**src/rtl/core/bost_pkg.sv**
```systemverilog
// Shared constants, types and helpers for the BUFR operator state tracker.
package bost_pkg;

   // Default depth of the associated-field stack
   localparam int ASSOC_DEPTH_DEF = 16;

   // Field widths
   localparam int OP_CLASS_W   = 6;
   localparam int OP_ARG_W     = 8;
   localparam int STATUS_W     = 3;
   localparam int WIDTH_CHG_W  = 11;
   localparam int SCALE_CHG_W  = 9;
   localparam int FLOAT_W_W    = 7;
   localparam int FLAGS_W      = 6;
   localparam int ASSOC_TOT_W  = 12;
   localparam int STRING_W_W   = 11;
   localparam int EDITION_W    = 4;
   localparam int ENFORCE_W    = 2;
   localparam int CSR_DATA_W   = 4;

   // Register indexes on the csr port
   localparam logic CSR_EDITION = 1'b0;
   localparam logic CSR_ENFORCE = 1'b1;

   // Status codes
   localparam logic [STATUS_W-1:0] ST_OK        = 3'd0;
   localparam logic [STATUS_W-1:0] ST_UNSUPP    = 3'd1;
   localparam logic [STATUS_W-1:0] ST_ED_WARN   = 3'd2;
   localparam logic [STATUS_W-1:0] ST_ED_REJECT = 3'd3;
   localparam logic [STATUS_W-1:0] ST_FLOAT_BAD = 3'd4;
   localparam logic [STATUS_W-1:0] ST_OVERFLOW  = 3'd5;

   // Enforcement levels
   localparam logic [ENFORCE_W-1:0] ENF_LAX    = 2'd0;
   localparam logic [ENFORCE_W-1:0] ENF_WARN   = 2'd1;
   localparam logic [ENFORCE_W-1:0] ENF_STRICT = 2'd2;

   // Operator classes (X of 2XXYYY)
   localparam logic [OP_CLASS_W-1:0] OPC_WIDTH   = 6'd1;
   localparam logic [OP_CLASS_W-1:0] OPC_SCALE   = 6'd2;
   localparam logic [OP_CLASS_W-1:0] OPC_REFVAL  = 6'd3;
   localparam logic [OP_CLASS_W-1:0] OPC_ASSOC   = 6'd4;
   localparam logic [OP_CLASS_W-1:0] OPC_STRING  = 6'd5;
   localparam logic [OP_CLASS_W-1:0] OPC_LOCAL   = 6'd6;
   localparam logic [OP_CLASS_W-1:0] OPC_INCR    = 6'd7;
   localparam logic [OP_CLASS_W-1:0] OPC_TEXT    = 6'd8;
   localparam logic [OP_CLASS_W-1:0] OPC_FLOAT   = 6'd9;
   localparam logic [OP_CLASS_W-1:0] OPC_QUAL    = 6'd22;
   localparam logic [OP_CLASS_W-1:0] OPC_SUBST   = 6'd23;
   localparam logic [OP_CLASS_W-1:0] OPC_STATS   = 6'd24;
   localparam logic [OP_CLASS_W-1:0] OPC_BMAP    = 6'd36;
   localparam logic [OP_CLASS_W-1:0] OPC_REUSE   = 6'd37;
   localparam logic [OP_CLASS_W-1:0] OPC_EVENT   = 6'd41;

   // Editions that introduced the newer operators
   localparam logic [EDITION_W-1:0] ED_3 = 4'd3;
   localparam logic [EDITION_W-1:0] ED_4 = 4'd4;
   localparam logic [EDITION_W-1:0] ED_5 = 4'd5;

   // Mode flag bit positions
   localparam int FL_SUBST = 0;
   localparam int FL_STATS = 1;
   localparam int FL_BMAP  = 2;
   localparam int FL_REUSE = 3;
   localparam int FL_QUAL  = 4;
   localparam int FL_EVENT = 5;

   // Operand values with a special meaning
   localparam logic [OP_ARG_W-1:0] ARG_BIAS  = 8'd128;
   localparam logic [OP_ARG_W-1:0] ARG_MAX   = 8'd255;
   localparam logic [OP_ARG_W-1:0] ARG_FL32  = 8'd32;
   localparam logic [OP_ARG_W-1:0] ARG_FL64  = 8'd64;

   // Reciprocal of 3 scaled by 2^13, exact for dividends up to 2552
   localparam logic [11:0] RECIP3     = 12'd2731;
   localparam int          RECIP3_SHR = 13;

   // Stack command from the decoder
   typedef struct packed {
      logic                push;
      logic                pop;
      logic [OP_ARG_W-1:0] data;
   } stk_cmd_type;

   // Status for an operator that first appeared in edition opver
   function automatic logic [STATUS_W-1:0] edition_check(
      input logic [EDITION_W-1:0] edition,
      input logic [ENFORCE_W-1:0] enforce,
      input logic [EDITION_W-1:0] opver,
      input logic [STATUS_W-1:0]  st
   );
      logic [STATUS_W-1:0] res;
      if (edition >= opver || enforce == ENF_LAX) begin
         res = st;
      end else if (enforce == ENF_STRICT) begin
         res = ST_ED_REJECT;
      end else begin
         res = ST_ED_WARN;
      end
      return res;
   endfunction

endpackage

```
**src/rtl/core/bost_ram.sv**
```systemverilog
// Generic single write port, single read port RAM with registered read.
module bost_ram #(
   parameter int WIDTH = 8,
   parameter int DEPTH = 16
) (
   input  logic                                      clock,
   input  logic                                      wr_en,
   input  logic [((DEPTH > 1) ? $clog2(DEPTH) : 1)-1:0] wr_addr,
   input  logic [WIDTH-1:0]                          wr_data,
   input  logic [((DEPTH > 1) ? $clog2(DEPTH) : 1)-1:0] rd_addr,
   output logic [WIDTH-1:0]                          rd_data
);

   logic [WIDTH-1:0] mem_ff [DEPTH];
   logic [WIDTH-1:0] rd_data_ff;

   always_ff @(posedge clock) begin
      if (wr_en) begin
         mem_ff[wr_addr] <= wr_data;
      end
      rd_data_ff <= mem_ff[rd_addr];
   end

   assign rd_data = rd_data_ff;

endmodule

```
**src/rtl/core/bost_stack.sv**
```systemverilog
// Associated-field width stack: top entry in a register, the rest in RAM, plus running sum.
module bost_stack #(
   parameter int DEPTH = bost_pkg::ASSOC_DEPTH_DEF
) (
   input  logic                                  clock,
   input  logic                                  reset,
   input  bost_pkg::stk_cmd_type                 cmd,
   output logic                                  full,
   output logic [$clog2(DEPTH*255+1)-1:0]        sum_nxt
);

   localparam int DW   = $clog2(DEPTH + 1);
   localparam int AW   = (DEPTH > 1) ? $clog2(DEPTH) : 1;
   localparam int SumW = $clog2(DEPTH * 255 + 1);
   localparam int AigW = bost_pkg::OP_ARG_W;

   logic [DW-1:0]   depth_ff, depth_in;
   logic [AigW-1:0] top_ff, top_in;
   logic [SumW-1:0] sum_ff, sum_in;
   logic            byp_ff, byp_in;
   logic [AigW-1:0] byp_data_ff;
   logic [AigW-1:0] rd_data, below;
   logic            do_push, do_pop, wr_en;
   logic [AW-1:0]   wr_addr, rd_addr;

   assign full    = (depth_ff == DW'(DEPTH));
   assign do_push = cmd.push && !full;
   assign do_pop  = cmd.pop && (depth_ff != '0);

   // entry just spilled to RAM is not yet on the RAM read port, so it comes from the bypass copy
   assign below   = byp_ff ? byp_data_ff : rd_data;

   // old top goes down to RAM on a push over a non-empty stack
   assign wr_en   = do_push && (depth_ff != '0);
   assign wr_addr = AW'(depth_ff - DW'(1));
   assign byp_in  = wr_en;

   always_comb begin
      depth_in = depth_ff;
      top_in   = top_ff;
      sum_in   = sum_ff;
      if (do_push) begin
         depth_in = depth_ff + DW'(1);
         top_in   = cmd.data;
         sum_in   = sum_ff + SumW'(cmd.data);
      end else if (do_pop) begin
         depth_in = depth_ff - DW'(1);
         top_in   = below;
         sum_in   = sum_ff - SumW'(top_ff);
      end
   end

   // keep the entry under the new top on the read port
   assign rd_addr = AW'(depth_in - DW'(2));
   assign sum_nxt = sum_in;

   bost_ram #(
      .WIDTH (AigW),
      .DEPTH (DEPTH)
   ) u_ram (
      .clock   (clock),
      .wr_en   (wr_en),
      .wr_addr (wr_addr),
      .wr_data (top_ff),
      .rd_addr (rd_addr),
      .rd_data (rd_data)
   );

   always_ff @(posedge clock) begin
      if (reset) begin
         depth_ff <= '0;
         sum_ff   <= '0;
         byp_ff   <= 1'b0;
      end else begin
         depth_ff <= depth_in;
         sum_ff   <= sum_in;
         byp_ff   <= byp_in;
      end
   end

   always_ff @(posedge clock) begin
      top_ff      <= top_in;
      byp_data_ff <= top_ff;
   end

   a_depth_bound: assert property (@(posedge clock) disable iff (reset)
      depth_ff <= DW'(DEPTH))
      else $error("stack depth beyond capacity");

   a_empty_sum: assert property (@(posedge clock) disable iff (reset)
      depth_ff == '0 |-> sum_ff == '0)
      else $error("empty stack with non-zero sum");

   a_push_grows: assert property (@(posedge clock) disable iff (reset)
      cmd.push && !full |=> depth_ff == $past(depth_ff) + DW'(1))
      else $error("accepted push did not grow the stack");

endmodule

```
**src/rtl/core/bufr_operator_state_tracker_core.sv**
```systemverilog
// Top level of the BUFR table C operator state tracker.
//
//  Channel | Dir | Payload                                   | Handshake
//  req_    | in  | tdata[16]: op_class, op_arg               | tvalid / tready
//  rsp_    | out | tdata[96]: status .. clear_overrides       | tvalid / tready
//  csr_    | in  | index[1], data[4]: edition, enforce_level | valid / ready
//
// One item per cycle sustained while the result is not stalled; an item passes the input
// register, then the result register, and its result is offered from the result register.
// The modifier registers and the stack top update as each item moves to the result register.
// Reset clears all modifiers and the stack depth; no clearing pass is needed.
// A stalled result holds; the input register still takes one more item.
module bufr_operator_state_tracker_core #(
   parameter int ASSOC_DEPTH = bost_pkg::ASSOC_DEPTH_DEF
) (
   input  logic        clock,
   input  logic        reset,
   input  logic        req_tvalid,
   output logic        req_tready,
   input  logic [15:0] req_tdata,    // op_class[5:0], op_arg[13:6], zero pad
   output logic        rsp_tvalid,
   input  logic        rsp_tready,
   output logic [95:0] rsp_tdata,    // status[2:0], width_change[13:3],
                                     // scale_change[22:14], ref_value_op[30:23],
                                     // ref_value_increase[38:31], local_width[46:39],
                                     // float_width[53:47], text_redefine[61:54],
                                     // mode_flags[67:62], assoc_total_bits[79:68],
                                     // string_width[90:80], clear_overrides[91]
   input  logic        csr_valid,
   output logic        csr_ready,
   input  logic        csr_index,
   input  logic [3:0]  csr_data
);

   localparam int SumW = $clog2(ASSOC_DEPTH * 255 + 1);
   localparam int ClsW = bost_pkg::OP_CLASS_W;
   localparam int ArgW = bost_pkg::OP_ARG_W;
   localparam int StW  = bost_pkg::STATUS_W;
   localparam int WcW  = bost_pkg::WIDTH_CHG_W;
   localparam int ScW  = bost_pkg::SCALE_CHG_W;
   localparam int FwW  = bost_pkg::FLOAT_W_W;
   localparam int FlW  = bost_pkg::FLAGS_W;
   localparam int AtW  = bost_pkg::ASSOC_TOT_W;
   localparam int SwW  = bost_pkg::STRING_W_W;
   localparam int EdW  = bost_pkg::EDITION_W;
   localparam int EnW  = bost_pkg::ENFORCE_W;

   // configuration
   logic [EdW-1:0] edition_ff;
   logic [EnW-1:0] enforce_ff;

   // input register
   logic            s1_vld_ff, s1_vld_in;
   logic [ClsW-1:0] cls_ff;
   logic [ArgW-1:0] arg_ff;
   logic            req_acc, adv;

   // modifier state
   logic [WcW-1:0]  width_ff, width_in;
   logic [ScW-1:0]  scale_ff, scale_in;
   logic [ArgW-1:0] refop_ff, refop_in;
   logic [ArgW-1:0] refinc_ff, refinc_in;
   logic [ArgW-1:0] localw_ff, localw_in;
   logic [FwW-1:0]  floatw_ff, floatw_in;
   logic [ArgW-1:0] textw_ff, textw_in;
   logic [FlW-1:0]  flag_ff, flag_in;

   // per item results
   logic [StW-1:0]  st;
   logic [SwW-1:0]  strw;
   logic            clr;

   // operator 7 width: (10y + 2) / 3 by reciprocal
   logic [11:0]     incr_num;
   logic [23:0]     incr_prod;
   logic [WcW-1:0]  incr_width;

   // stack
   bost_pkg::stk_cmd_type stk_cmd;
   logic                  stk_full;
   logic [SumW-1:0]       stk_sum;
   logic [AtW-1:0]        assoc_tot;

   // result register
   logic            rsp_vld_ff, rsp_vld_in;
   logic [91:0]     rsp_data_ff, rsp_data_in;

   assign csr_ready = 1'b1;

   always_ff @(posedge clock) begin
      if (reset) begin
         edition_ff <= bost_pkg::ED_4;
         enforce_ff <= bost_pkg::ENF_WARN;
      end else if (csr_valid) begin
         case (csr_index)
            bost_pkg::CSR_EDITION: edition_ff <= csr_data;
            bost_pkg::CSR_ENFORCE: enforce_ff <= csr_data[EnW-1:0];
            default: ;
         endcase
      end
   end

   // handshake
   assign adv        = s1_vld_ff && (!rsp_vld_ff || rsp_tready);
   assign req_tready = !s1_vld_ff || adv;
   assign req_acc    = req_tvalid && req_tready;
   assign s1_vld_in  = req_acc || (s1_vld_ff && !adv);
   assign rsp_vld_in = adv || (rsp_vld_ff && !rsp_tready);

   assign incr_num   = {1'b0, arg_ff, 3'b000} + {3'b000, arg_ff, 1'b0} + 12'd2;
   assign incr_prod  = incr_num * bost_pkg::RECIP3;
   assign incr_width = incr_prod[bost_pkg::RECIP3_SHR +: WcW];

   always_comb begin
      width_in  = width_ff;
      scale_in  = scale_ff;
      refop_in  = refop_ff;
      refinc_in = refinc_ff;
      localw_in = localw_ff;
      floatw_in = floatw_ff;
      textw_in  = textw_ff;
      flag_in   = flag_ff;
      st        = bost_pkg::ST_OK;
      strw      = '0;
      clr       = 1'b0;
      stk_cmd   = '{push: 1'b0, pop: 1'b0, data: arg_ff};
      case (cls_ff)
         bost_pkg::OPC_WIDTH: begin
            width_in = (arg_ff == '0) ? '0
                       : WcW'(arg_ff) - WcW'(bost_pkg::ARG_BIAS);
         end
         bost_pkg::OPC_SCALE: begin
            scale_in = (arg_ff == '0) ? '0
                       : ScW'(arg_ff) - ScW'(bost_pkg::ARG_BIAS);
         end
         bost_pkg::OPC_REFVAL: begin
            refop_in = (arg_ff == bost_pkg::ARG_MAX) ? '0 : arg_ff;
            clr      = (arg_ff == '0);
         end
         bost_pkg::OPC_ASSOC: begin
            stk_cmd.push = adv && (arg_ff != '0);
            stk_cmd.pop  = adv && (arg_ff == '0);
            if (arg_ff != '0 && stk_full) begin
               st = bost_pkg::ST_OVERFLOW;
            end
         end
         bost_pkg::OPC_STRING: begin
            strw = {arg_ff, 3'b000};
         end
         bost_pkg::OPC_LOCAL: begin
            localw_in = arg_ff;
         end
         bost_pkg::OPC_INCR: begin
            if (arg_ff == '0) begin
               width_in  = '0;
               scale_in  = '0;
               refinc_in = '0;
            end else begin
               width_in  = incr_width;
               scale_in  = ScW'(arg_ff);
               refinc_in = arg_ff;
            end
            st = bost_pkg::edition_check(edition_ff, enforce_ff, bost_pkg::ED_4, st);
         end
         bost_pkg::OPC_TEXT: begin
            textw_in = arg_ff;
            st = bost_pkg::edition_check(edition_ff, enforce_ff, bost_pkg::ED_4, st);
         end
         bost_pkg::OPC_FLOAT: begin
            if (arg_ff == '0 || arg_ff == bost_pkg::ARG_FL32
                || arg_ff == bost_pkg::ARG_FL64) begin
               floatw_in = FwW'(arg_ff);
            end else begin
               st = bost_pkg::ST_FLOAT_BAD;
            end
            st = bost_pkg::edition_check(edition_ff, enforce_ff, bost_pkg::ED_5, st);
         end
         bost_pkg::OPC_QUAL: begin
            if (arg_ff == '0) begin
               flag_in[bost_pkg::FL_QUAL] = 1'b1;
            end
            st = bost_pkg::edition_check(edition_ff, enforce_ff, bost_pkg::ED_3, st);
         end
         bost_pkg::OPC_SUBST: begin
            if (arg_ff == '0) begin
               flag_in[bost_pkg::FL_SUBST] = 1'b1;
            end
            st = bost_pkg::edition_check(edition_ff, enforce_ff, bost_pkg::ED_3, st);
         end
         bost_pkg::OPC_STATS: begin
            if (arg_ff == '0) begin
               flag_in[bost_pkg::FL_STATS] = 1'b1;
            end
            st = bost_pkg::edition_check(edition_ff, enforce_ff, bost_pkg::ED_3, st);
         end
         bost_pkg::OPC_BMAP: begin
            flag_in[bost_pkg::FL_BMAP] = 1'b1;
            st = bost_pkg::edition_check(edition_ff, enforce_ff, bost_pkg::ED_3, st);
         end
         bost_pkg::OPC_REUSE: begin
            flag_in[bost_pkg::FL_REUSE] = 1'b1;
            st = bost_pkg::edition_check(edition_ff, enforce_ff, bost_pkg::ED_3, st);
         end
         bost_pkg::OPC_EVENT: begin
            flag_in[bost_pkg::FL_EVENT] = (arg_ff != bost_pkg::ARG_MAX);
            st = bost_pkg::edition_check(edition_ff, enforce_ff, bost_pkg::ED_4, st);
         end
         default: begin
            st = bost_pkg::ST_UNSUPP;
         end
      endcase
   end

   bost_stack #(
      .DEPTH (ASSOC_DEPTH)
   ) u_stack (
      .clock   (clock),
      .reset   (reset),
      .cmd     (stk_cmd),
      .full    (stk_full),
      .sum_nxt (stk_sum)
   );

   // sum only exceeds the field for deep stacks
   assign assoc_tot = ({{(32 - SumW){1'b0}}, stk_sum} > 32'd4095) ? {AtW{1'b1}}
                      : AtW'(stk_sum);

   assign rsp_data_in = {clr, strw, assoc_tot, flag_in, textw_in, floatw_in,
                         localw_in, refinc_in, refop_in, scale_in, width_in, st};

   always_ff @(posedge clock) begin
      if (reset) begin
         s1_vld_ff  <= 1'b0;
         rsp_vld_ff <= 1'b0;
         width_ff   <= '0;
         scale_ff   <= '0;
         refop_ff   <= '0;
         refinc_ff  <= '0;
         localw_ff  <= '0;
         floatw_ff  <= '0;
         textw_ff   <= '0;
         flag_ff    <= '0;
      end else begin
         s1_vld_ff  <= s1_vld_in;
         rsp_vld_ff <= rsp_vld_in;
         if (adv) begin
            width_ff  <= width_in;
            scale_ff  <= scale_in;
            refop_ff  <= refop_in;
            refinc_ff <= refinc_in;
            localw_ff <= localw_in;
            floatw_ff <= floatw_in;
            textw_ff  <= textw_in;
            flag_ff   <= flag_in;
         end
      end
   end

   always_ff @(posedge clock) begin
      if (req_acc) begin
         cls_ff <= req_tdata[ClsW-1:0];
         arg_ff <= req_tdata[ClsW +: ArgW];
      end
      if (adv) begin
         rsp_data_ff <= rsp_data_in;
      end
   end

   assign rsp_tvalid = rsp_vld_ff;
   assign rsp_tdata  = {4'b0000, rsp_data_ff};

   a_float_legal: assert property (@(posedge clock) disable iff (reset)
      floatw_ff == '0 || floatw_ff == FwW'(32) || floatw_ff == FwW'(64))
      else $error("float width register holds an illegal width");

   a_status_range: assert property (@(posedge clock) disable iff (reset)
      adv |-> st <= bost_pkg::ST_OVERFLOW)
      else $error("status code out of range");

   a_full_stall: assert property (@(posedge clock) disable iff (reset)
      s1_vld_ff && rsp_vld_ff && !rsp_tready |-> !req_tready)
      else $error("item taken while both stages are held");

   a_state_hold: assert property (@(posedge clock) disable iff (reset)
      !$past(adv) && !$past(reset) |-> $stable(flag_ff) && $stable(width_ff))
      else $error("modifier state changed without an item");

endmodule

```
**config.mk**
```make
export PLATFORM = sky130hd
export DESIGN_NAME = bufr_operator_state_tracker_core
export DESIGN_NICKNAME = d
export VERILOG_FILES = /design/src/rtl/core/bost_pkg.sv /design/src/rtl/core/bost_ram.sv /design/src/rtl/core/bost_stack.sv /design/src/rtl/core/bufr_operator_state_tracker_core.sv
export SDC_FILE = /design/constraint.sdc
export NUM_CORES = 1
export LEC_CHECK = 0
export BUFFER_PORTS_ARGS = -buffer_cell sky130_fd_sc_hd__buf_2
export CAP_MARGIN = 20
export CORE_MARGIN = 4
export CORE_UTILIZATION = 24
export DETAILED_ROUTE_END_ITERATION = 12
export PLACE_DENSITY = 0.35
export SETUP_SLACK_MARGIN = 0.2
export SLEW_MARGIN = 20
export SYNTH_ARGS = -nofsm -noshare
export SYNTH_HDL_FRONTEND = slang
export SYNTH_HIERARCHICAL = 1
export SYNTH_SLANG_ARGS = --single-unit
```
**constraint.sdc**
```tcl
create_clock -name clock -period 10.8 [get_ports clock]
set_clock_uncertainty 0.1 [all_clocks]
set_input_delay 2.16 -clock clock [delete_from_list [all_inputs] [get_ports clock]]
set_output_delay 2.16 -clock clock [all_outputs]
set_load 0.05 [all_outputs]
```
==> reports/qor.csv <==
metric;value;unit
synth-async-reset-ratio;0;%
fin_crit;7.45;ns
crit_fanout;14;
wl_per_cell;19.3;µm
cts_tree;yes;
core_area;72800;µm²
synth_cell_type_count;87;
cap_violations;0;
n_antenna_cell;0;
synth_cells;1490;
clockBufferDepth;3;
fillers;7588;
multi_input_area;7520;µm²
tns;0;ns
cellPowerDensity;233;nW/µm²
crit_type;reg2reg;
std_cell_rows;99;
drive_above_1_share;16.4;%
synth.avg_cell_area;11.8;µm²
max_slew_margin;33.9;%
ios;125;
start_kind;flip-flop;
io_buffers;114;
seqPwrFrac;30.1;%
p_comb_share;39.5;%
hold_ws;0.354;ns
area_growth;16.8;%
p_leak;8.03;nW
status;finished, final reports clean;
cts_hold_buf;0;
synth-edff-count;239;
path_clk_slew;0.06;ns
h-tree-depth;2;
mostFrequentLayoutCell;edfxtp_1;
cts_made_buffers;42;
initial_core_util;24.2;%
hp-class;reg2reg;
setup_viol;0;
worst_pin_slew;0.992;ns
routed_wl;50000;µm
routabilityCongestion;0.799;
cts_setup_buffers;0;
final_cell_mix;239 x edfxtp_1, 183 x nand2_1, 113 x buf_2;
die_y;279;µm
rsz0062_at_grt;no;
final-hold-violation-count;0;
vias_per_cell;4.51;
crit_required;11.01;ns
switching_power;1.79;mW
firstDrtPassIters;6;
vias;11700;
nNetsFinal;1765;
antenna_found_initial;1;
crit_arrival;7.65;ns
cts_resized;0;
cts_root_buffer;clkbuf_16;
grt_use_total;12.7;%
fin_crit_sh;69.0;%
yosysSeqAreaShare;52.8;%
grt_pass1_wl;76000;µm
dieArea;77900;µm²
clk_latency;0.57;ns
ys_ff_latch;346;
clkPwrFrac;30.4;%
numClockSinks;346;
p_int;3.02;mW
crit_path_end_kind;flip-flop;
dp_hpwl;33900;µm
drtIter0Drc;795;
ant_nets;0;
finalMaxSlewViolations;0;
synthFlopType;edfxtp_1;
overflow;0;
netlist_area;17600;µm²
p_sw_share;37.2;%
grt_pass1_vias;11900;
irDropWorstVdd;0.000148;V
grt_max_degree;76;
die_x;279;µm
drc;0;
seqCellArea;9320;µm²
clock.fmax;134;MHz
yosys_warnings;6;
==> worst max-delay path, cell delays in order (launching register included) <==
cell and delay, ns:
edfxtp_1 0.32, buf_4 0.27, inv_1 0.30, ha_1 0.42, nor2b_1 0.06, o21ai_0 0.22, a21boi_0 0.17, o21a_1 0.25
o41a_1 0.41, xor2_1 0.39, ha_1 0.33, ha_1 0.29, inv_1 0.06, fa_1 0.52, inv_1 0.05, fa_1 0.53
inv_1 0.05, fa_1 0.52, inv_1 0.04, ha_1 0.35, a211oi_1 0.31, o21bai_1 0.12, o22ai_1 0.44, xnor2_1 0.12
a222oi_1 0.44, inv_1 0.07
==> cells by family (layout without fill, tap and decap cells) <==
| logic type | count (synthesis) | in the layout | synth area share (%) |
|---|---|---|---|
| xor gates and xnor gates | 36 | 36 | 2.02 |
| DFF | 346 | 346 | 52.8 |
| muxes | 71 | 71 | 6.73 |
| adders and majority gates | 140 | 140 | 11.5 |
| and+or+nand+nor | 455 | 455 | 12.7 |
| AOI/OAI and AO/OA | 257 | 257 | 9.49 |
| buffers and inverters | 183 | 318 | 4.73 |
| other | 2 | 8 | 0.0426 |
==> power by group through the flow <==
stage               Clock [mW]  Combinational [mW]  Sequential, mW
global route              1.57                2.18            1.45
detailed placement           0                1.90            1.48
floorplan                    0                1.37            1.52
CTS                       1.52                1.92            1.45
global placement             0                1.92            1.47
finish                    1.46                1.90            1.45
==> layout make-up <==
class                           instances  area share [%]
Tap cell                              959            5.82
Timing Repair Buffer                  138            3.66
Clock buffer                           50            5.40
Clock inverter                         26            1.47
Multi-Input combinational cell        967            36.5
Inverter                              104            1.92
Sequential cell                       346            45.2
==> final timing paths <==
check	startpoint	to	slack [ns]	cells after the start
setup reg to reg	arg_ff[0]	rsp_data_ff[5]	3.35	25
hold / removal	refinc_ff[5]	refinc_ff[5]	0.35	2
hold reg to reg	refinc_ff[5]	refinc_ff[5]	0.35	2
setup / recovery	arg_ff[0]	rsp_data_ff[5]	3.35	25
==> layer usage <==
layer  wire (µm)  up-vias  GRT usage [%]
li1            -     5591              -
met1       25000     5807           18.7
met2       21800      233           19.5
met3        2180       61           2.12
met4         944        0           2.98
met5           0        -              0
==> state kept, by name (all words and copies together), names as in the netlist, 7 cells and up <==
name and count:
u_stack/sum_ff 12, rsp_data_ff 89, width_ff 11, refinc_ff 8
u_stack/u_ram/rd_data 8, u_stack/top_ff 8, arg_ff 8, textw_ff 8
refop_ff 8, scale_ff 9, localw_ff 8, u_stack/u_ram/mem_ff 128
u_stack/byp_data_ff 8, floatw_ff 7
==> synthesized netlist by cell type (all sizes together), types with 7 or more instances <==
master | count | area [µm²]
nor3 | 25 | 125
clkbuf | 36 | 135
edfxtp | 239 | 7180
nand3 | 26 | 140
xor2 | 16 | 140
and3 | 21 | 131
fa | 36 | 721
o22ai | 11 | 68.8
a31oi | 9 | 56.3
mux2 | 19 | 214
a21oi | 89 | 445
dfxtp | 107 | 2140
nor2b | 26 | 163
ha | 104 | 1300
a21o | 9 | 67.6
o21bai | 8 | 60.1
nand2 | 184 | 693
a22o | 9 | 78.8
nor3b | 9 | 90.1
nor2 | 101 | 389
xnor2 | 17 | 149
a22oi | 23 | 183
and2 | 8 | 50.1
nand2b | 14 | 87.6
mux2i | 20 | 200
nand4 | 7 | 43.8
a211oi | 10 | 75.1
inv | 103 | 387
o21ai | 43 | 215
mux4 | 32 | 773
buf | 40 | 279
==> metrics by stage <==
step | power [mW] | cell area (µm²) | setup slack [ns] | cells | utilization [%]
floorplan | 2.89 | 17700 | 4.45 | 1496 | -
global placement | 3.40 | 19200 | 3.28 | 2514 | 26.3
detailed placement | 3.37 | 19200 | 3.36 | 2514 | 26.3
CTS | 4.89 | 20600 | 3.30 | 2590 | 28.3
global route | 5.20 | 20600 | 2.78 | 2590 | 28.3
finish | 4.81 | 20600 | 3.35 | 2590 | 28.3
Note: power is estimated with default switching activity, not from simulation.
